File: config.mk
export PLATFORM = sky130hd
export DESIGN_NAME = nv21_to_argb_rotate_unit
export DESIGN_NICKNAME = d
export VERILOG_FILES = /design/src/rtl/nvar_pkg.sv /design/src/rtl/nv21_to_argb_rotate_unit.sv /design/src/rtl/nvar_ctrl.sv /design/src/rtl/nvar_color.sv /design/src/rtl/nvar_index.sv
export SDC_FILE = /design/constraint.sdc
export NUM_CORES = 1
export LEC_CHECK = 0
export BUFFER_PORTS_ARGS = -buffer_cell sky130_fd_sc_hd__buf_4
export CAP_MARGIN = 20
export CORE_ASPECT_RATIO = 1.75
export CORE_UTILIZATION = 40
export CTS_CLUSTER_SIZE = 20
export DETAILED_ROUTE_END_ITERATION = 7
export GPL_TIMING_DRIVEN = 1
export MAX_ROUTING_LAYER = met4
export PLACE_DENSITY = 0.64
export REMOVE_ABC_BUFFERS = 1
export SYNTH_ARGS = -nofsm -noshare
export SYNTH_HDL_FRONTEND = slang
export SYNTH_HIERARCHICAL = 1
export SYNTH_SLANG_ARGS = --single-unit
File: constraint.sdc
create_clock -name clk -period 7.9 [get_ports clk]
set_input_delay 0.79 -clock clk [delete_from_list [all_inputs] [get_ports clk]]
set_output_delay 0.79 -clock clk [all_outputs]
set_load 0.01 [all_outputs]
File: src/rtl/nvar_pkg.sv
package nvar_pkg;

	// fixed field widths
	localparam int DIM_W   = 12;
	localparam int CFG_W   = 12;
	localparam int IDX_W   = 2;
	localparam int ANGLE_W = 9;
	localparam int DEST_W  = 22;
	localparam int WORD_W  = 32;
	localparam int CHAN_W  = 8;

	// default frame limits
	localparam int DEF_MAX_WIDTH  = 2048;
	localparam int DEF_MAX_HEIGHT = 2048;

	// register reset values
	localparam int RESET_WIDTH  = 640;
	localparam int RESET_HEIGHT = 480;

	// angle limits and quadrant edges in degrees
	localparam int ANGLE_LIMIT = 180;
	localparam int ANGLE_EDGE1 = 45;
	localparam int ANGLE_EDGE3 = 135;

	localparam logic [CHAN_W-1:0] ALPHA = 8'hFF;

	// register indexes
	localparam logic [IDX_W-1:0] REG_WIDTH  = 2'd0;
	localparam logic [IDX_W-1:0] REG_HEIGHT = 2'd1;
	localparam logic [IDX_W-1:0] REG_ANGLE  = 2'd2;

	typedef enum logic [1:0] {
		ROT_UPRIGHT,
		ROT_QUARTER,
		ROT_HALF,
		ROT_SWAPPED
	} rot_mode_t;

	typedef struct packed {
		logic [DIM_W-1:0] width;
		logic [DIM_W-1:0] height;
		rot_mode_t        mode;
	} frame_cfg_t;

	function automatic rot_mode_t mode_of_angle(logic signed [ANGLE_W-1:0] a);
		rot_mode_t m;
		if (a > -ANGLE_EDGE1 && a <= ANGLE_EDGE1) begin
			m = ROT_UPRIGHT;
		end else if (a > ANGLE_EDGE1 && a <= ANGLE_EDGE3) begin
			m = ROT_QUARTER;
		end else if (a > -ANGLE_EDGE3 && a <= -ANGLE_EDGE1) begin
			m = ROT_SWAPPED;
		end else begin
			m = ROT_HALF;
		end
		return m;
	endfunction

endpackage

File: src/rtl/nv21_to_argb_rotate_unit.sv
// nv21 camera pixel to argb8888 converter with rotation. pixels enter in raster order of the
// source frame, each with its luma byte and the chroma pair of its 2x2 block, and leave as an
// opaque 32-bit color word plus the pixel's linear index in the rotated output frame and a
// flag on the frame's final pixel. one pixel is taken every clock unless a waiting result
// stalls; each request passes the input register and then the result register, with the
// color sums, clamps and the 12x12 index multiplier between them. the size registers are
// clamped to 2..MAX and made even; writing either restarts the frame. angle writes outside
// -180..180 are dropped. write configuration only while the pipe is empty.
module nv21_to_argb_rotate_unit
	import nvar_pkg::*;
#(
	parameter int MAX_WIDTH  = DEF_MAX_WIDTH,
	parameter int MAX_HEIGHT = DEF_MAX_HEIGHT
) (
	input  logic              clk,
	input  logic              arst_n,
	// configuration write port
	input  logic              cfg_write,
	input  logic [IDX_W-1:0]  cfg_index,
	input  logic [CFG_W-1:0]  cfg_data,
	// pixel requests
	input  logic              in_valid,
	output logic              in_ready,
	input  logic [CHAN_W-1:0] luma,
	input  logic [CHAN_W-1:0] chroma_first,
	input  logic [CHAN_W-1:0] chroma_second,
	// results
	output logic              out_valid,
	input  logic              out_ready,
	output logic [WORD_W-1:0] pixel_word,
	output logic [DEST_W-1:0] dest_index,
	output logic              frame_last
);

	localparam int COL_W = $clog2(MAX_WIDTH);
	localparam int ROW_W = $clog2(MAX_HEIGHT);

	frame_cfg_t        cfg;
	logic [COL_W-1:0]  col;
	logic [ROW_W-1:0]  row;
	logic              last;
	logic              accept;
	logic              advance;

	// input stage
	logic              valid_s1;
	logic [CHAN_W-1:0] luma_s1;
	logic [CHAN_W-1:0] chroma_first_s1;
	logic [CHAN_W-1:0] chroma_second_s1;
	logic [COL_W-1:0]  col_s1;
	logic [ROW_W-1:0]  row_s1;
	logic              last_s1;

	// result stage
	logic              valid_s2;
	logic [WORD_W-1:0] pixel_word_s2;
	logic [DEST_W-1:0] dest_index_s2;
	logic              frame_last_s2;

	logic [WORD_W-1:0] word_calc;
	logic [DEST_W-1:0] dest_calc;

	// the result register frees up when empty or taken; the input register then follows
	assign advance  = !valid_s2 || out_ready;
	assign in_ready = !valid_s1 || advance;
	assign accept   = in_valid && in_ready;

	// registers, source position counters and end-of-frame detect
	nvar_ctrl #(
		.MAX_WIDTH (MAX_WIDTH),
		.MAX_HEIGHT(MAX_HEIGHT)
	) u_ctrl (
		.clk      (clk),
		.arst_n   (arst_n),
		.cfg_write(cfg_write),
		.cfg_index(cfg_index),
		.cfg_data (cfg_data),
		.step     (accept),
		.cfg      (cfg),
		.col      (col),
		.row      (row),
		.last     (last)
	);

	always_ff @(posedge clk or negedge arst_n) begin
		if (!arst_n) begin
			valid_s1 <= 1'b0;
			valid_s2 <= 1'b0;
		end else begin
			if (in_ready) begin
				valid_s1 <= in_valid;
			end
			if (advance) begin
				valid_s2 <= valid_s1;
			end
		end
	end

	// capture the pixel with its source position
	always_ff @(posedge clk) begin
		if (accept) begin
			luma_s1          <= luma;
			chroma_first_s1  <= chroma_first;
			chroma_second_s1 <= chroma_second;
			col_s1           <= col;
			row_s1           <= row;
			last_s1          <= last;
		end
	end

	// color conversion, channel order follows the rotation mode
	nvar_color u_color (
		.luma         (luma_s1),
		.chroma_first (chroma_first_s1),
		.chroma_second(chroma_second_s1),
		.swapped      (cfg.mode == ROT_SWAPPED),
		.word         (word_calc)
	);

	// destination index, one multiply and add
	nvar_index #(
		.MAX_WIDTH (MAX_WIDTH),
		.MAX_HEIGHT(MAX_HEIGHT)
	) u_index (
		.mode  (cfg.mode),
		.width (cfg.width),
		.height(cfg.height),
		.col   (col_s1),
		.row   (row_s1),
		.dest  (dest_calc)
	);

	always_ff @(posedge clk) begin
		if (advance && valid_s1) begin
			pixel_word_s2 <= word_calc;
			dest_index_s2 <= dest_calc;
			frame_last_s2 <= last_s1;
		end
	end

	assign out_valid  = valid_s2;
	assign pixel_word = pixel_word_s2;
	assign dest_index = dest_index_s2;
	assign frame_last = frame_last_s2;

endmodule

File: src/rtl/nvar_ctrl.sv
module nvar_ctrl
	import nvar_pkg::*;
#(
	parameter int MAX_WIDTH  = DEF_MAX_WIDTH,
	parameter int MAX_HEIGHT = DEF_MAX_HEIGHT,
	localparam int COL_W = $clog2(MAX_WIDTH),
	localparam int ROW_W = $clog2(MAX_HEIGHT)
) (
	input  logic             clk,
	input  logic             arst_n,
	input  logic             cfg_write,
	input  logic [IDX_W-1:0] cfg_index,
	input  logic [CFG_W-1:0] cfg_data,
	input  logic             step,
	output frame_cfg_t       cfg,
	output logic [COL_W-1:0] col,
	output logic [ROW_W-1:0] row,
	output logic             last
);

	function automatic logic [DIM_W-1:0] fit_size(logic [CFG_W-1:0] v, int max_size);
		logic [DIM_W-1:0] s;
		s = v;
		if (s < 2) begin
			s = DIM_W'(2);
		end
		if (32'(s) > max_size) begin
			s = DIM_W'(max_size);
		end
		return s & ~DIM_W'(1);
	endfunction

	frame_cfg_t                  cfg_q;
	logic [COL_W-1:0]            col_q;
	logic [ROW_W-1:0]            row_q;
	logic signed [ANGLE_W-1:0]   angle_in;
	logic [DIM_W:0]              col_inc;
	logic [DIM_W:0]              row_inc;
	logic                        wrap_col;
	logic                        wrap_row;

	assign angle_in = cfg_data[ANGLE_W-1:0];

	assign col_inc  = (DIM_W+1)'(col_q) + (DIM_W+1)'(1);
	assign row_inc  = (DIM_W+1)'(row_q) + (DIM_W+1)'(1);
	assign wrap_col = col_inc >= {1'b0, cfg_q.width};
	assign wrap_row = row_inc >= {1'b0, cfg_q.height};

	always_ff @(posedge clk or negedge arst_n) begin
		if (!arst_n) begin
			cfg_q.width  <= fit_size(CFG_W'(RESET_WIDTH), MAX_WIDTH);
			cfg_q.height <= fit_size(CFG_W'(RESET_HEIGHT), MAX_HEIGHT);
			cfg_q.mode   <= ROT_UPRIGHT;
			col_q        <= '0;
			row_q        <= '0;
		end else if (cfg_write) begin
			unique case (cfg_index)
				REG_WIDTH: begin
					cfg_q.width <= fit_size(cfg_data, MAX_WIDTH);
					col_q       <= '0;
					row_q       <= '0;
				end
				REG_HEIGHT: begin
					cfg_q.height <= fit_size(cfg_data, MAX_HEIGHT);
					col_q        <= '0;
					row_q        <= '0;
				end
				REG_ANGLE: begin
					if (angle_in >= -ANGLE_LIMIT && angle_in <= ANGLE_LIMIT) begin
						cfg_q.mode <= mode_of_angle(angle_in);
					end
				end
				default: begin
				end
			endcase
		end else if (step) begin
			if (wrap_col) begin
				col_q <= '0;
				row_q <= wrap_row ? '0 : ROW_W'(row_inc);
			end else begin
				col_q <= COL_W'(col_inc);
			end
		end
	end

	assign cfg  = cfg_q;
	assign col  = col_q;
	assign row  = row_q;
	assign last = wrap_col && wrap_row;

endmodule

File: src/rtl/nvar_color.sv
module nvar_color
	import nvar_pkg::*;
(
	input  logic [CHAN_W-1:0] luma,
	input  logic [CHAN_W-1:0] chroma_first,
	input  logic [CHAN_W-1:0] chroma_second,
	input  logic              swapped,
	output logic [WORD_W-1:0] word
);

	function automatic logic [CHAN_W-1:0] clamp8(logic signed [10:0] v);
		logic [CHAN_W-1:0] c;
		if (v < 0) begin
			c = '0;
		end else if (v > 255) begin
			c = '1;
		end else begin
			c = v[CHAN_W-1:0];
		end
		return c;
	endfunction

	logic signed [CHAN_W-1:0] p;
	logic signed [CHAN_W-1:0] q;
	logic signed [CHAN_W-1:0] cr;
	logic signed [CHAN_W-1:0] cb;
	logic signed [10:0]       y_x;
	logic signed [10:0]       cr_x;
	logic signed [10:0]       cb_x;
	logic signed [10:0]       r_sum;
	logic signed [10:0]       g_sum;
	logic signed [10:0]       b_sum;
	logic [CHAN_W-1:0]        r;
	logic [CHAN_W-1:0]        g;
	logic [CHAN_W-1:0]        b;

	// byte minus 128 is the byte with its top bit flipped
	assign p  = {~chroma_first[7], chroma_first[6:0]};
	assign q  = {~chroma_second[7], chroma_second[6:0]};
	assign cr = swapped ? q : p;
	assign cb = swapped ? p : q;

	assign y_x  = {3'b000, luma};
	assign cr_x = {{3{cr[7]}}, cr};
	assign cb_x = {{3{cb[7]}}, cb};

	assign r_sum = y_x + cr_x + (cr_x >>> 2) + (cr_x >>> 3) + (cr_x >>> 5);
	assign g_sum = y_x - (cb_x >>> 2) + (cb_x >>> 4) + (cb_x >>> 5)
	             - (cr_x >>> 1) + (cr_x >>> 3) + (cr_x >>> 4) + (cr_x >>> 5);
	assign b_sum = y_x + cb_x + (cb_x >>> 1) + (cb_x >>> 2) + (cb_x >>> 6);

	assign r = clamp8(r_sum);
	assign g = clamp8(g_sum);
	assign b = clamp8(b_sum);

	assign word = swapped ? {ALPHA, b, g, r} : {ALPHA, r, g, b};

endmodule

File: src/rtl/nvar_index.sv
module nvar_index
	import nvar_pkg::*;
#(
	parameter int MAX_WIDTH  = DEF_MAX_WIDTH,
	parameter int MAX_HEIGHT = DEF_MAX_HEIGHT,
	localparam int COL_W = $clog2(MAX_WIDTH),
	localparam int ROW_W = $clog2(MAX_HEIGHT)
) (
	input  rot_mode_t         mode,
	input  logic [DIM_W-1:0]  width,
	input  logic [DIM_W-1:0]  height,
	input  logic [COL_W-1:0]  col,
	input  logic [ROW_W-1:0]  row,
	output logic [DEST_W-1:0] dest
);

	logic [DIM_W-1:0]   i;
	logic [DIM_W-1:0]   j;
	logic [DIM_W-1:0]   inv_i;
	logic [DIM_W-1:0]   inv_j;
	logic [DIM_W-1:0]   mul_a;
	logic [DIM_W-1:0]   mul_b;
	logic [DIM_W-1:0]   addend;
	logic [2*DIM_W-1:0] product;

	assign i     = DIM_W'(col);
	assign j     = DIM_W'(row);
	assign inv_i = width - DIM_W'(1) - i;
	assign inv_j = height - DIM_W'(1) - j;

	always_comb begin
		unique case (mode)
			ROT_UPRIGHT: begin
				mul_a  = i;
				mul_b  = height;
				addend = inv_j;
			end
			ROT_QUARTER: begin
				mul_a  = inv_j;
				mul_b  = width;
				addend = inv_i;
			end
			ROT_HALF: begin
				mul_a  = inv_i;
				mul_b  = height;
				addend = j;
			end
			ROT_SWAPPED: begin
				mul_a  = j;
				mul_b  = width;
				addend = i;
			end
		endcase
	end

	assign product = mul_a * mul_b;
	assign dest    = DEST_W'(product) + DEST_W'(addend);

endmodule

==> summary.txt, run 1 <==
GRT
  – Initial antenna violation count: 0
  – Total GRT Usage: 22.2%
  – Gr ovfl total: 0
  – First-pass GRT wire length: 68.6 mm
  – Largest net degree at the start of global routing: 66
  – Vias in the first global route: 13276

STA
  – Worst Setup Slack, final: 0.343 ns
  – Slew @ Worst Pin: 0.928 ns
  – Final setup vio count: 0
  – Relative slew margins: 36.4%
  – Max Fclk: 132 MHz
  – Final slew viol count: 0
  – TNS Setup: 0 ns
  – Clock Skew: 0.0155 ns
  – RSZ-0062 raised after global routing: false
  – Endpoints failing hold: 0
  – Fin crit period: 7.56 ns
  – Part of the cycle the worst path needs: 95.7%

Yosys
  – Yosys warns: 6
  – Sequential-to-total area share from yosys stat: 25.9%
  – Most used flip-flop cell after synthesis: edfxtp_1
  – Synthesized flop and latch total: 150
  – Avg Cell Area, Syn: 9.78 um^2
  – Async set-reset flop share out of synthesis: 32.0%
  – Netlist cell types: 88
  – Post-Syn Area: 16500 um^2
  – EDFF count, synth: 102
  – Syn Inst Count: 1690

Setup path
  – Worst Path Buf+Inv: 4
  – Data required time of the worst path: 8.10 ns
  – Critical Path Sink Type: flip-flop
  – Family with the most delay on the worst path: adder cells
  – CP arrival: 7.76 ns
  – CP max stage delay: 0.56 ns
  – WS Path Type: reg -> reg
  – Crit-path slowest cell: or4_4
  – Worst setup SP type: flip-flop
  – CP Max Fanout: 11
  – Crit-path most repeated cell: fa_1

Clocking
  – TritonCTS clock tree: done
  – H-tree Lvls: 4
  – Worst-case clock buffer depth: 2
  – Post-CTS sizing: 0
  – CTS buffer count: 17
  – Clock sinks: 150
  – CTS Hold Buffers Added: 0
  – Post-CTS Setup Bufs: 0
  – Worst-Skew Late Latency: 0.46 ns
  – Clk slew on worst S/H paths: 0.07 ns
  – Root Buffer: clkbuf_16

Drt
  – Initial drt markers: 491
  – # DRC: 0
  – Router iterations before antenna repair: 5
  – Via/cell ratio: 5.25
  – Via Count: 12383
  – WL/cell: 18.2 um
  – Routed Antenna Nets: 0
  – DRT Wirelength: 42.9 mm

Floorplanning
  – # IOs: 100
  – Core Area: 40800 um^2
  – Die X: 156 um
  – Initial Utilization: 40.5%
  – Die area: 42200 um^2
  – # rows: 98
  – Die height: 271 um

Job
  – Max Cap Viol: 0

Cells and area
  – Diode count: 0
  – Fraction of layout instances using a drive strength above 1: 13.0%
  – Commonest non-fill, non-tap cells in the layout: inv_1 (290), fa_1 (169), ha_1 (164)
  – Final std cells w/o fill: 2359
  – Fillers: 3873
  – Fin nets: 2172
  – Most common cell after layout, fill and taps aside: inv_1
  – Area grow syn2layout: 12.5%

Pwr
  – Leak: 8.68 nW
  – PwrDens: 478 nW/um^2
  – Worst vdd ir: 0.000323 V

Status
  – Run status: completed

Place
  – Port Buffers: 99
  – RD Place Congestion: 0.930
  – Post-DP HPWL: 35.4 mm
  – Post-Place Worst Slack: 0.374 ns
  – Placed cells: 2327

Hold path
  – Hold Path Class: in -> async
## layer usage
metal  global-route usage, %  up-vias  routed length (um)
li1                        -     5834                   -
met1                    20.2     6132               14700
met2                    42.4      296               24400
met3                    2.85      121                1200
met4                    13.9        0                2660
met5                       -        -                   0
## report_power, final
part | internal [mW] | switching (mW)
Clock | 0.483 | 0.376
Sequential | 1.25 | 0.0926
Combinational | 2.86 | 3.83
## Yosys cell counts (all sizes together) (9+ instances only)
| master | count | share of area (%) |
|---|---|---|
| a21oi | 59 | 1.9 |
| xnor2 | 48 | 2.6 |
| nor2 | 120 | 2.8 |
| and2 | 26 | 1.0 |
| ha | 164 | 12 |
| mux2 | 20 | 1.4 |
| inv | 290 | 6.6 |
| clkbuf | 26 | 0.60 |
| o22ai | 18 | 0.68 |
| nor3 | 23 | 0.76 |
| mux2i | 32 | 1.9 |
| xor2 | 29 | 1.5 |
| a31oi | 9 | 0.43 |
| a21o | 18 | 0.82 |
| edfxtp | 102 | 19 |
| o21a | 20 | 0.91 |
| a211oi | 16 | 0.91 |
| and3 | 11 | 0.45 |
| or2 | 9 | 0.34 |
| nor2b | 15 | 0.57 |
| buf | 22 | 0.78 |
| nand3 | 20 | 0.74 |
| nand2b | 35 | 1.3 |
| o211ai | 13 | 0.62 |
| o31ai | 13 | 0.71 |
| nand3b | 9 | 0.48 |
| fa | 169 | 20 |
| o21ai | 72 | 2.2 |
| dfrtp | 42 | 6.4 |
| nand2 | 151 | 3.4 |
## through the flow
stage	utilization, %	hold WS [ns]	power (mW)	cell area, um^2
6_report	45.5	0.359	8.89	18600
3_5_place_dp	44.0	0.408	8.07	18000
4_1_cts	45.5	0.380	8.99	18600
5_1_grt	45.5	0.397	9.85	18600
3_3_place_gp	44.0	0.409	7.92	18000
2_1_floorplan	-	0.400	6.37	16300
## sequential cells by signal (all words and copies together), names as in the netlist, 8 cells and up
register          cells
pixel_word           32
u_ctrl/cfg           24
dest_index           22
col_s1               11
row_s1               11
u_ctrl/col           11
u_ctrl/row           11
chroma_first_s1       8
chroma_second_s1      8
luma_s1               8
## worst register-to-register path: cells and delay by family (launching register included)
kind	cells	cell delay, ns
AOI/OAI and AO/OA	5	0.71
xor gates and xnor gates	2	0.44
adders and majority gates	7	3.38
buffers and inverters	4	0.40
DFF	1	0.43
muxes	1	0.47
and+or+nand+nor	7	1.48
## cell type report
type	count	area [um^2]	area share, %
clock buffers	21	482	2.59
inverters	291	1090	5.88
well taps	550	688	3.70
multi-input cells	1209	11000	59.0
clock inverters	11	125	0.673
repair buffers	127	966	5.20
flip-flops and latches	150	4270	23.0
## worst paths after layout
kind | from | endpoint | slack [ns] | depth (start not counted)
worst max-delay path | u_ctrl/cfg[15]$_DFFE_PN0P_ | dest_index[21]$_DFFE_PP_ | 0.34 | 26
worst min-delay path | arst_n | u_ctrl/cfg[25]$_DFFE_PN0P_ | 0.36 | 1
worst max register to register | u_ctrl/cfg[15]$_DFFE_PN0P_ | dest_index[21]$_DFFE_PP_ | 0.34 | 26
worst min register to register | last_s1$_DFFE_PP_ | frame_last$_DFFE_PP_ | 0.42 | 0
max in group asynchronous | arst_n | u_ctrl/cfg[0]$_DFFE_PN0P_ | 7.05 | 1
min in group clk | last_s1$_DFFE_PP_ | frame_last$_DFFE_PP_ | 0.42 | 0
## cell families after synthesis
family | share of synthesized area, %
XOR/XNOR | 4.26
other | 0.0455
flip-flops | 25.9
buffers and inverters | 7.99
adder cells (fa/ha/maj) | 32.9
AND/OR/NAND/NOR | 13.1
AO/OA/AOI/OAI | 12.1
multiplexers | 3.71
Note: power is estimated with default switching activity, not from simulation.
==> run 2: changes to the inputs <==
Settings changed: CORE_UTILIZATION 40 to 60, PLACE_DENSITY 0.64 to 0.87.
==> run 2 against run 1 <==
  * Critical path depth stayed put
  * Worst hold slack got worse by 0.0054 ns
  * Utilization increased by 22 points
  * Final area decreased by 1.3%
  * Wire length is 0.40% higher
  * Worst setup slack improved by 0.015 ns
  * Total power increased by 0.61%
  * Flip-flop and latch count unchanged
  * Register-to-register slack about the same
  * Largest power group unchanged
  * Critical path type unchanged
==> summary.txt, run 2 (synthesized netlist as in run 1, its figures left out) <==
Floorplanning
  – Die X: 127 um
  – Core Area: 27100 um^2
  – # IOs: 100
  – Die height: 222 um
  – # rows: 80
  – Initial Utilization: 60.9%
  – Die area: 28200 um^2

GRT
  – Vias in the first global route: 13769
  – Largest net degree at the start of global routing: 56
  – Total GRT Usage: 33.4%
  – Gr ovfl total: 0
  – First-pass GRT wire length: 68.9 mm
  – Initial antenna violation count: 0

Setup path
  – Crit-path most repeated cell: fa_1
  – Worst Reg-to-Reg Cells: 26
  – WS Path Type: reg -> reg
  – Critical Path Sink Type: flip-flop
  – Worst Path Buf+Inv: 4
  – CP Max Fanout: 5
  – Crit-path slowest cell: or4_4
  – CP arrival: 7.75 ns
  – Worst setup SP type: flip-flop
  – CP Depth: 26
  – Family with the most delay on the worst path: adder cells
  – CP max stage delay: 0.56 ns
  – Data required time of the worst path: 8.10 ns

STA
  – Clock Skew: 0.0131 ns
  – Fin crit period: 7.54 ns
  – Max Fclk: 133 MHz
  – Endpoints failing hold: 0
  – RSZ-0062 raised after global routing: false
  – TNS Setup: 0 ns
  – Final setup vio count: 0
  – Part of the cycle the worst path needs: 95.5%
  – Slew @ Worst Pin: 0.952 ns
  – Final slew viol count: 0
  – Relative slew margins: 34.7%

Clocking
  – Worst-case clock buffer depth: 2
  – TritonCTS clock tree: done
  – CTS buffer count: 17
  – Worst-Skew Late Latency: 0.46 ns
  – Clock sinks: 150
  – H-tree Lvls: 4
  – Root Buffer: clkbuf_16
  – Clk slew on worst S/H paths: 0.07 ns

Cells and area
  – Area grow syn2layout: 11.1%
  – Max reg flops: 32
  – Design area: 18400 um^2
  – Fraction of layout instances using a drive strength above 1: 13.1%
  – Fillers: 1995
  – Fin nets: 2172
  – Commonest non-fill, non-tap cells in the layout: inv_1 (290), fa_1 (169), ha_1 (164)
  – Most common cell after layout, fill and taps aside: inv_1

Status
  – Run status: completed

Drt
  – Router iterations before antenna repair: 6
  – DRT Wirelength: 43.1 mm
  – WL/cell: 19.8 um
  – Metal-1 WL: 14.1 mm
  – Routed wl met3: 2.28 mm
  – Via/cell ratio: 5.89
  – Initial drt markers: 825
  – WL met2: 23.1 mm
  – Via Count: 12835
  – Routed Antenna Nets: 0
  – # DRC: 0
  – Top routing layer used: met4

Pwr
  – Worst vdd ir: 0.000383 V
  – Leak: 8.66 nW
  – Total power: 8.95 mW
  – PwrDens: 487 nW/um^2

Place
  – Port Buffers: 99
  – Placed Area: 17700 um^2
  – Post-DP HPWL: 34.1 mm
  – RD Place Congestion: 1.02

Job
  – Max Cap Viol: 0

Hold path
  – Hold Path Class: in -> async
[run 2: layer usage]
metal  GRT usage (%)  vias to the layer above
met5               -                        -
met3            5.36                      207
met2            60.1                      533
li1                -                     5821
met1            31.1                     6274
met4            24.8                        0
[run 2: what timing repair did]
| action | 4_1_cts | 5_1_grt |
|---|---|---|
| buffers inserted | 0 | 3 |
| setup endpoints to repair | 0 | 1 |
| hold buffers | 0 | 0 |
| gates resized for setup | 0 | 1 |
[run 2: area by class of cell]
cell class / count / area (um^2) / area share (%)
flip-flops and latches: 150 / 4270 / 23.3
clock buffers: 19 / 475 / 2.59
multi-input cells: 1209 / 11000 / 59.7
repair buffers: 127 / 953 / 5.20
inverters: 291 / 1090 / 5.95
diodes: 1 / 2.50 / 0.0136
well taps: 369 / 462 / 2.52
clock inverters: 13 / 129 / 0.702
[run 2: path summary, 6_finish.rpt]
kind                                             from                         end  slack (ns)
max                        u_ctrl/cfg[16]$_DFFE_PN0P_    dest_index[21]$_DFFE_PP_        0.36
min                                            arst_n  u_ctrl/cfg[11]$_DFFE_PN0P_        0.35
max reg2reg                u_ctrl/cfg[16]$_DFFE_PN0P_    dest_index[21]$_DFFE_PP_        0.36
min reg2reg                         last_s1$_DFFE_PP_        frame_last$_DFFE_PP_        0.43
max in group asynchronous                      arst_n   u_ctrl/cfg[0]$_DFFE_PN0P_        7.09
min in group clk                    last_s1$_DFFE_PP_        frame_last$_DFFE_PP_        0.43
[run 2: worst register-to-register path, cell delays in order, from the launching register on]
cell	delay, ns
dfrtp_1	0.44
ha_1	0.37
nor2b_2	0.18
o2111ai_1	0.24
nand3b_1	0.16
a21o_1	0.21
a21oi_2	0.14
xnor2_1	0.08
mux4_2	0.50
and2_1	0.18
fa_1	0.50
inv_1	0.05
fa_1	0.54
inv_1	0.06
fa_1	0.47
fa_1	0.49
inv_1	0.05
fa_1	0.54
inv_1	0.05
ha_1	0.34
o21ai_0	0.16
a21oi_4	0.19
nand3_2	0.11
and3_1	0.20
or4_4	0.56
a31oi_4	0.17
xnor3_1	0.31
[run 2: metrics by stage]
step | instances | setup WS [ns] | hold WS (ns) | utilization (%)
global placement | 2143 | 0.389 | 0.417 | 65.3
floorplan | 1650 | 0.402 | 0.400 | -
CTS | 2175 | 0.226 | 0.352 | 67.6
global route | 2178 | 0.0165 | 0.387 | 67.6
finish | 2179 | 0.358 | 0.353 | 67.7
detailed placement | 2143 | 0.236 | 0.414 | 65.3
[run 2: power breakdown]
| part | switching [mW] | internal [mW] | leakage, nW |
|---|---|---|---|
| logic | 3.88 | 2.88 | 6.76 |
| registers | 0.100 | 1.24 | 1.61 |
| clock network | 0.392 | 0.454 | 0.291 |
| total | 4.37 | 4.58 | 8.66 |
==> run 3: changes to the inputs <==
Settings changed: CORE_MARGIN set to 2, MAX_ROUTING_LAYER met4 to not set.
==> run 3 against run 2 <==
  * Sequential power about the same
  * Flip-flop and latch count is the same
  * Global-route usage fell by 2.0 points
  * Clock skew shrank 0.0049 ns
  * Final area shrank 0.26%
  * Total power hardly changed
==> summary.txt, run 3 (synthesized netlist as in run 1, its figures left out) <==
Setup path
  – Crit-path most repeated cell: fa_1
  – Crit-path slowest cell: fa_1
  – Worst setup SP type: flip-flop
  – CP max stage delay: 0.56 ns
  – Critical Path Sink Type: flip-flop
  – WS Path Type: reg -> reg
  – Data required time of the worst path: 8.09 ns
  – CP Max Fanout: 6
  – CP arrival: 7.86 ns

Place
  – RD Place Congestion: 0.985
  – Placed Area: 17700 um^2
  – Post-Place Worst Slack: 0.269 ns
  – Post-DP HPWL: 33.9 mm
  – Port Buffers: 99
  – Placed cells: 2139

Cells and area
  – Max reg flops: 32
  – Fraction of layout instances using a drive strength above 1: 12.8%
  – Fin nets: 2169
  – Final std cells w/o fill: 2176
  – Area grow syn2layout: 10.8%
  – Fillers: 2104
  – Fin util: 67.2%
  – Commonest non-fill, non-tap cells in the layout: inv_1 (290), fa_1 (169), ha_1 (164)
  – Design area: 18300 um^2
  – Most common cell after layout, fill and taps aside: inv_1

Clocking
  – CTS buffer count: 17
  – Clk slew on worst S/H paths: 0.06 ns
  – H-tree Lvls: 4
  – CTS Hold Buffers Added: 0
  – Root Buffer: clkbuf_16
  – Worst-Skew Late Latency: 0.45 ns
  – TritonCTS clock tree: done
  – Worst-case clock buffer depth: 2
  – Clock sinks: 150

Hold path
  – Hold Path Class: in -> async

Floorplanning
  – Core Area: 27200 um^2
  – Initial Utilization: 60.7%
  – # IOs: 100
  – Die X: 129 um
  – Die height: 224 um
  – # rows: 80
  – Die area: 28900 um^2

Status
  – Run status: completed

Drt
  – WL met2: 22.6 mm
  – WL/cell: 19.9 um
  – Routed Antenna Nets: 0
  – Via Count: 13062
  – Via/cell ratio: 6.00
  – Router iterations before antenna repair: 5
  – # DRC: 0
  – Top routing layer used: met4
  – DRT Wirelength: 43.3 mm
  – Routed wl met3: 2.28 mm
  – Metal-1 WL: 14.4 mm
  – Initial drt markers: 984

STA
  – TNS Setup: 0 ns
  – Final setup vio count: 0
  – Final slew viol count: 0
  – Slew @ Worst Pin: 1.03 ns
  – Clock Skew: 0.00822 ns
  – Fin crit period: 7.66 ns
  – RSZ-0062 raised after global routing: false
  – Worst Setup Slack, final: 0.236 ns
  – Part of the cycle the worst path needs: 97.0%
  – Relative slew margins: 29.4%
  – Endpoints failing hold: 0
  – Max Fclk: 130 MHz

GRT
  – First-pass GRT wire length: 69.1 mm
  – Vias in the first global route: 13878
  – Total GRT Usage: 31.4%
  – Initial antenna violation count: 0
  – Gr ovfl total: 0
  – Largest net degree at the start of global routing: 55

Pwr
  – Worst vdd ir: 0.000317 V
  – PwrDens: 489 nW/um^2
  – Leak: 8.64 nW

Job
  – Max Cap Viol: 0
run 3: cell types whose count changed in the layout (fill, tap and decap cells not counted), moves of 2 or more:
cell | previous run | this run
clkinv_4 | 4 | 2
inv_8 | 4 | 0
buf_4 | 127 | 124
clkinv_2 | 0 | 2
clkbuf_1 | 0 | 3
clkbuf_8 | 0 | 2
run 3: layout make-up:
| class | instances | area, um^2 | share of cell area [%] |
|---|---|---|---|
| clock buffer | 23 | 489 | 2.67 |
| clock inverter | 9 | 88.8 | 0.485 |
| inverter | 291 | 1090 | 5.97 |
| antenna | 1 | 2.50 | 0.0137 |
| tap | 369 | 462 | 2.52 |
| timing repair buffer | 124 | 931 | 5.09 |
| multi-input combinational | 1209 | 11000 | 59.9 |
| sequential | 150 | 4270 | 23.3 |
run 3: final timing paths:
| check | cells past startpoint | slack, ns | from | end |
|---|---|---|---|---|
| max | 28 | 0.24 | u_ctrl/cfg[17]$_DFFE_PN0P_ | dest_index[21]$_DFFE_PP_ |
| min | 1 | 0.36 | arst_n | u_ctrl/cfg[24]$_DFFE_PN0P_ |
| max reg2reg | 28 | 0.24 | u_ctrl/cfg[17]$_DFFE_PN0P_ | dest_index[21]$_DFFE_PP_ |
| min reg2reg | 0 | 0.43 | last_s1$_DFFE_PP_ | frame_last$_DFFE_PP_ |
| max in group asynchronous | 1 | 7.08 | arst_n | u_ctrl/cfg[0]$_DFFE_PN0P_ |
| min in group clk | 0 | 0.43 | last_s1$_DFFE_PP_ | frame_last$_DFFE_PP_ |
run 3: what timing repair did:
action                                  CTS  global route
setup buffers                             0             4
gates resized for setup                   0             1
endpoints found under the setup margin    0             1
run 3: power by group:
part / total (mW) / switching (mW) / internal, mW
registers: 1.35 / 0.102 / 1.25
logic: 6.78 / 3.92 / 2.87
clock network: 0.823 / 0.352 / 0.471
total: 8.95 / 4.37 / 4.58
run 3: through the flow:
step	hold slack, ns	total power [mW]
after global routing	0.395	9.81
after detailed placement	0.415	7.98
after CTS	0.366	8.87
after floorplan	0.400	6.37
after global placement	0.415	7.69
final	0.357	8.95
run 3: per-layer routing:
| layer | GRT usage [%] | up-vias |
|---|---|---|
| met2 | 56.1 | 581 |
| met5 | 0 | - |
| met1 | 30.7 | 6429 |
| met3 | 5.80 | 222 |
| met4 | 25.3 | 0 |
| li1 | - | 5830 |
run 3: worst max-delay path, delay by kind of cell, from the launching register on:
kind,cells,cell delay (ns)
muxes,1,0.12
AOI/OAI and AO/OA,7,1.29
xor gates and xnor gates,2,0.54
buffers and inverters,5,0.40
adders and majority gates,7,3.33
DFF,1,0.44
and+or+nand+nor,6,1.28
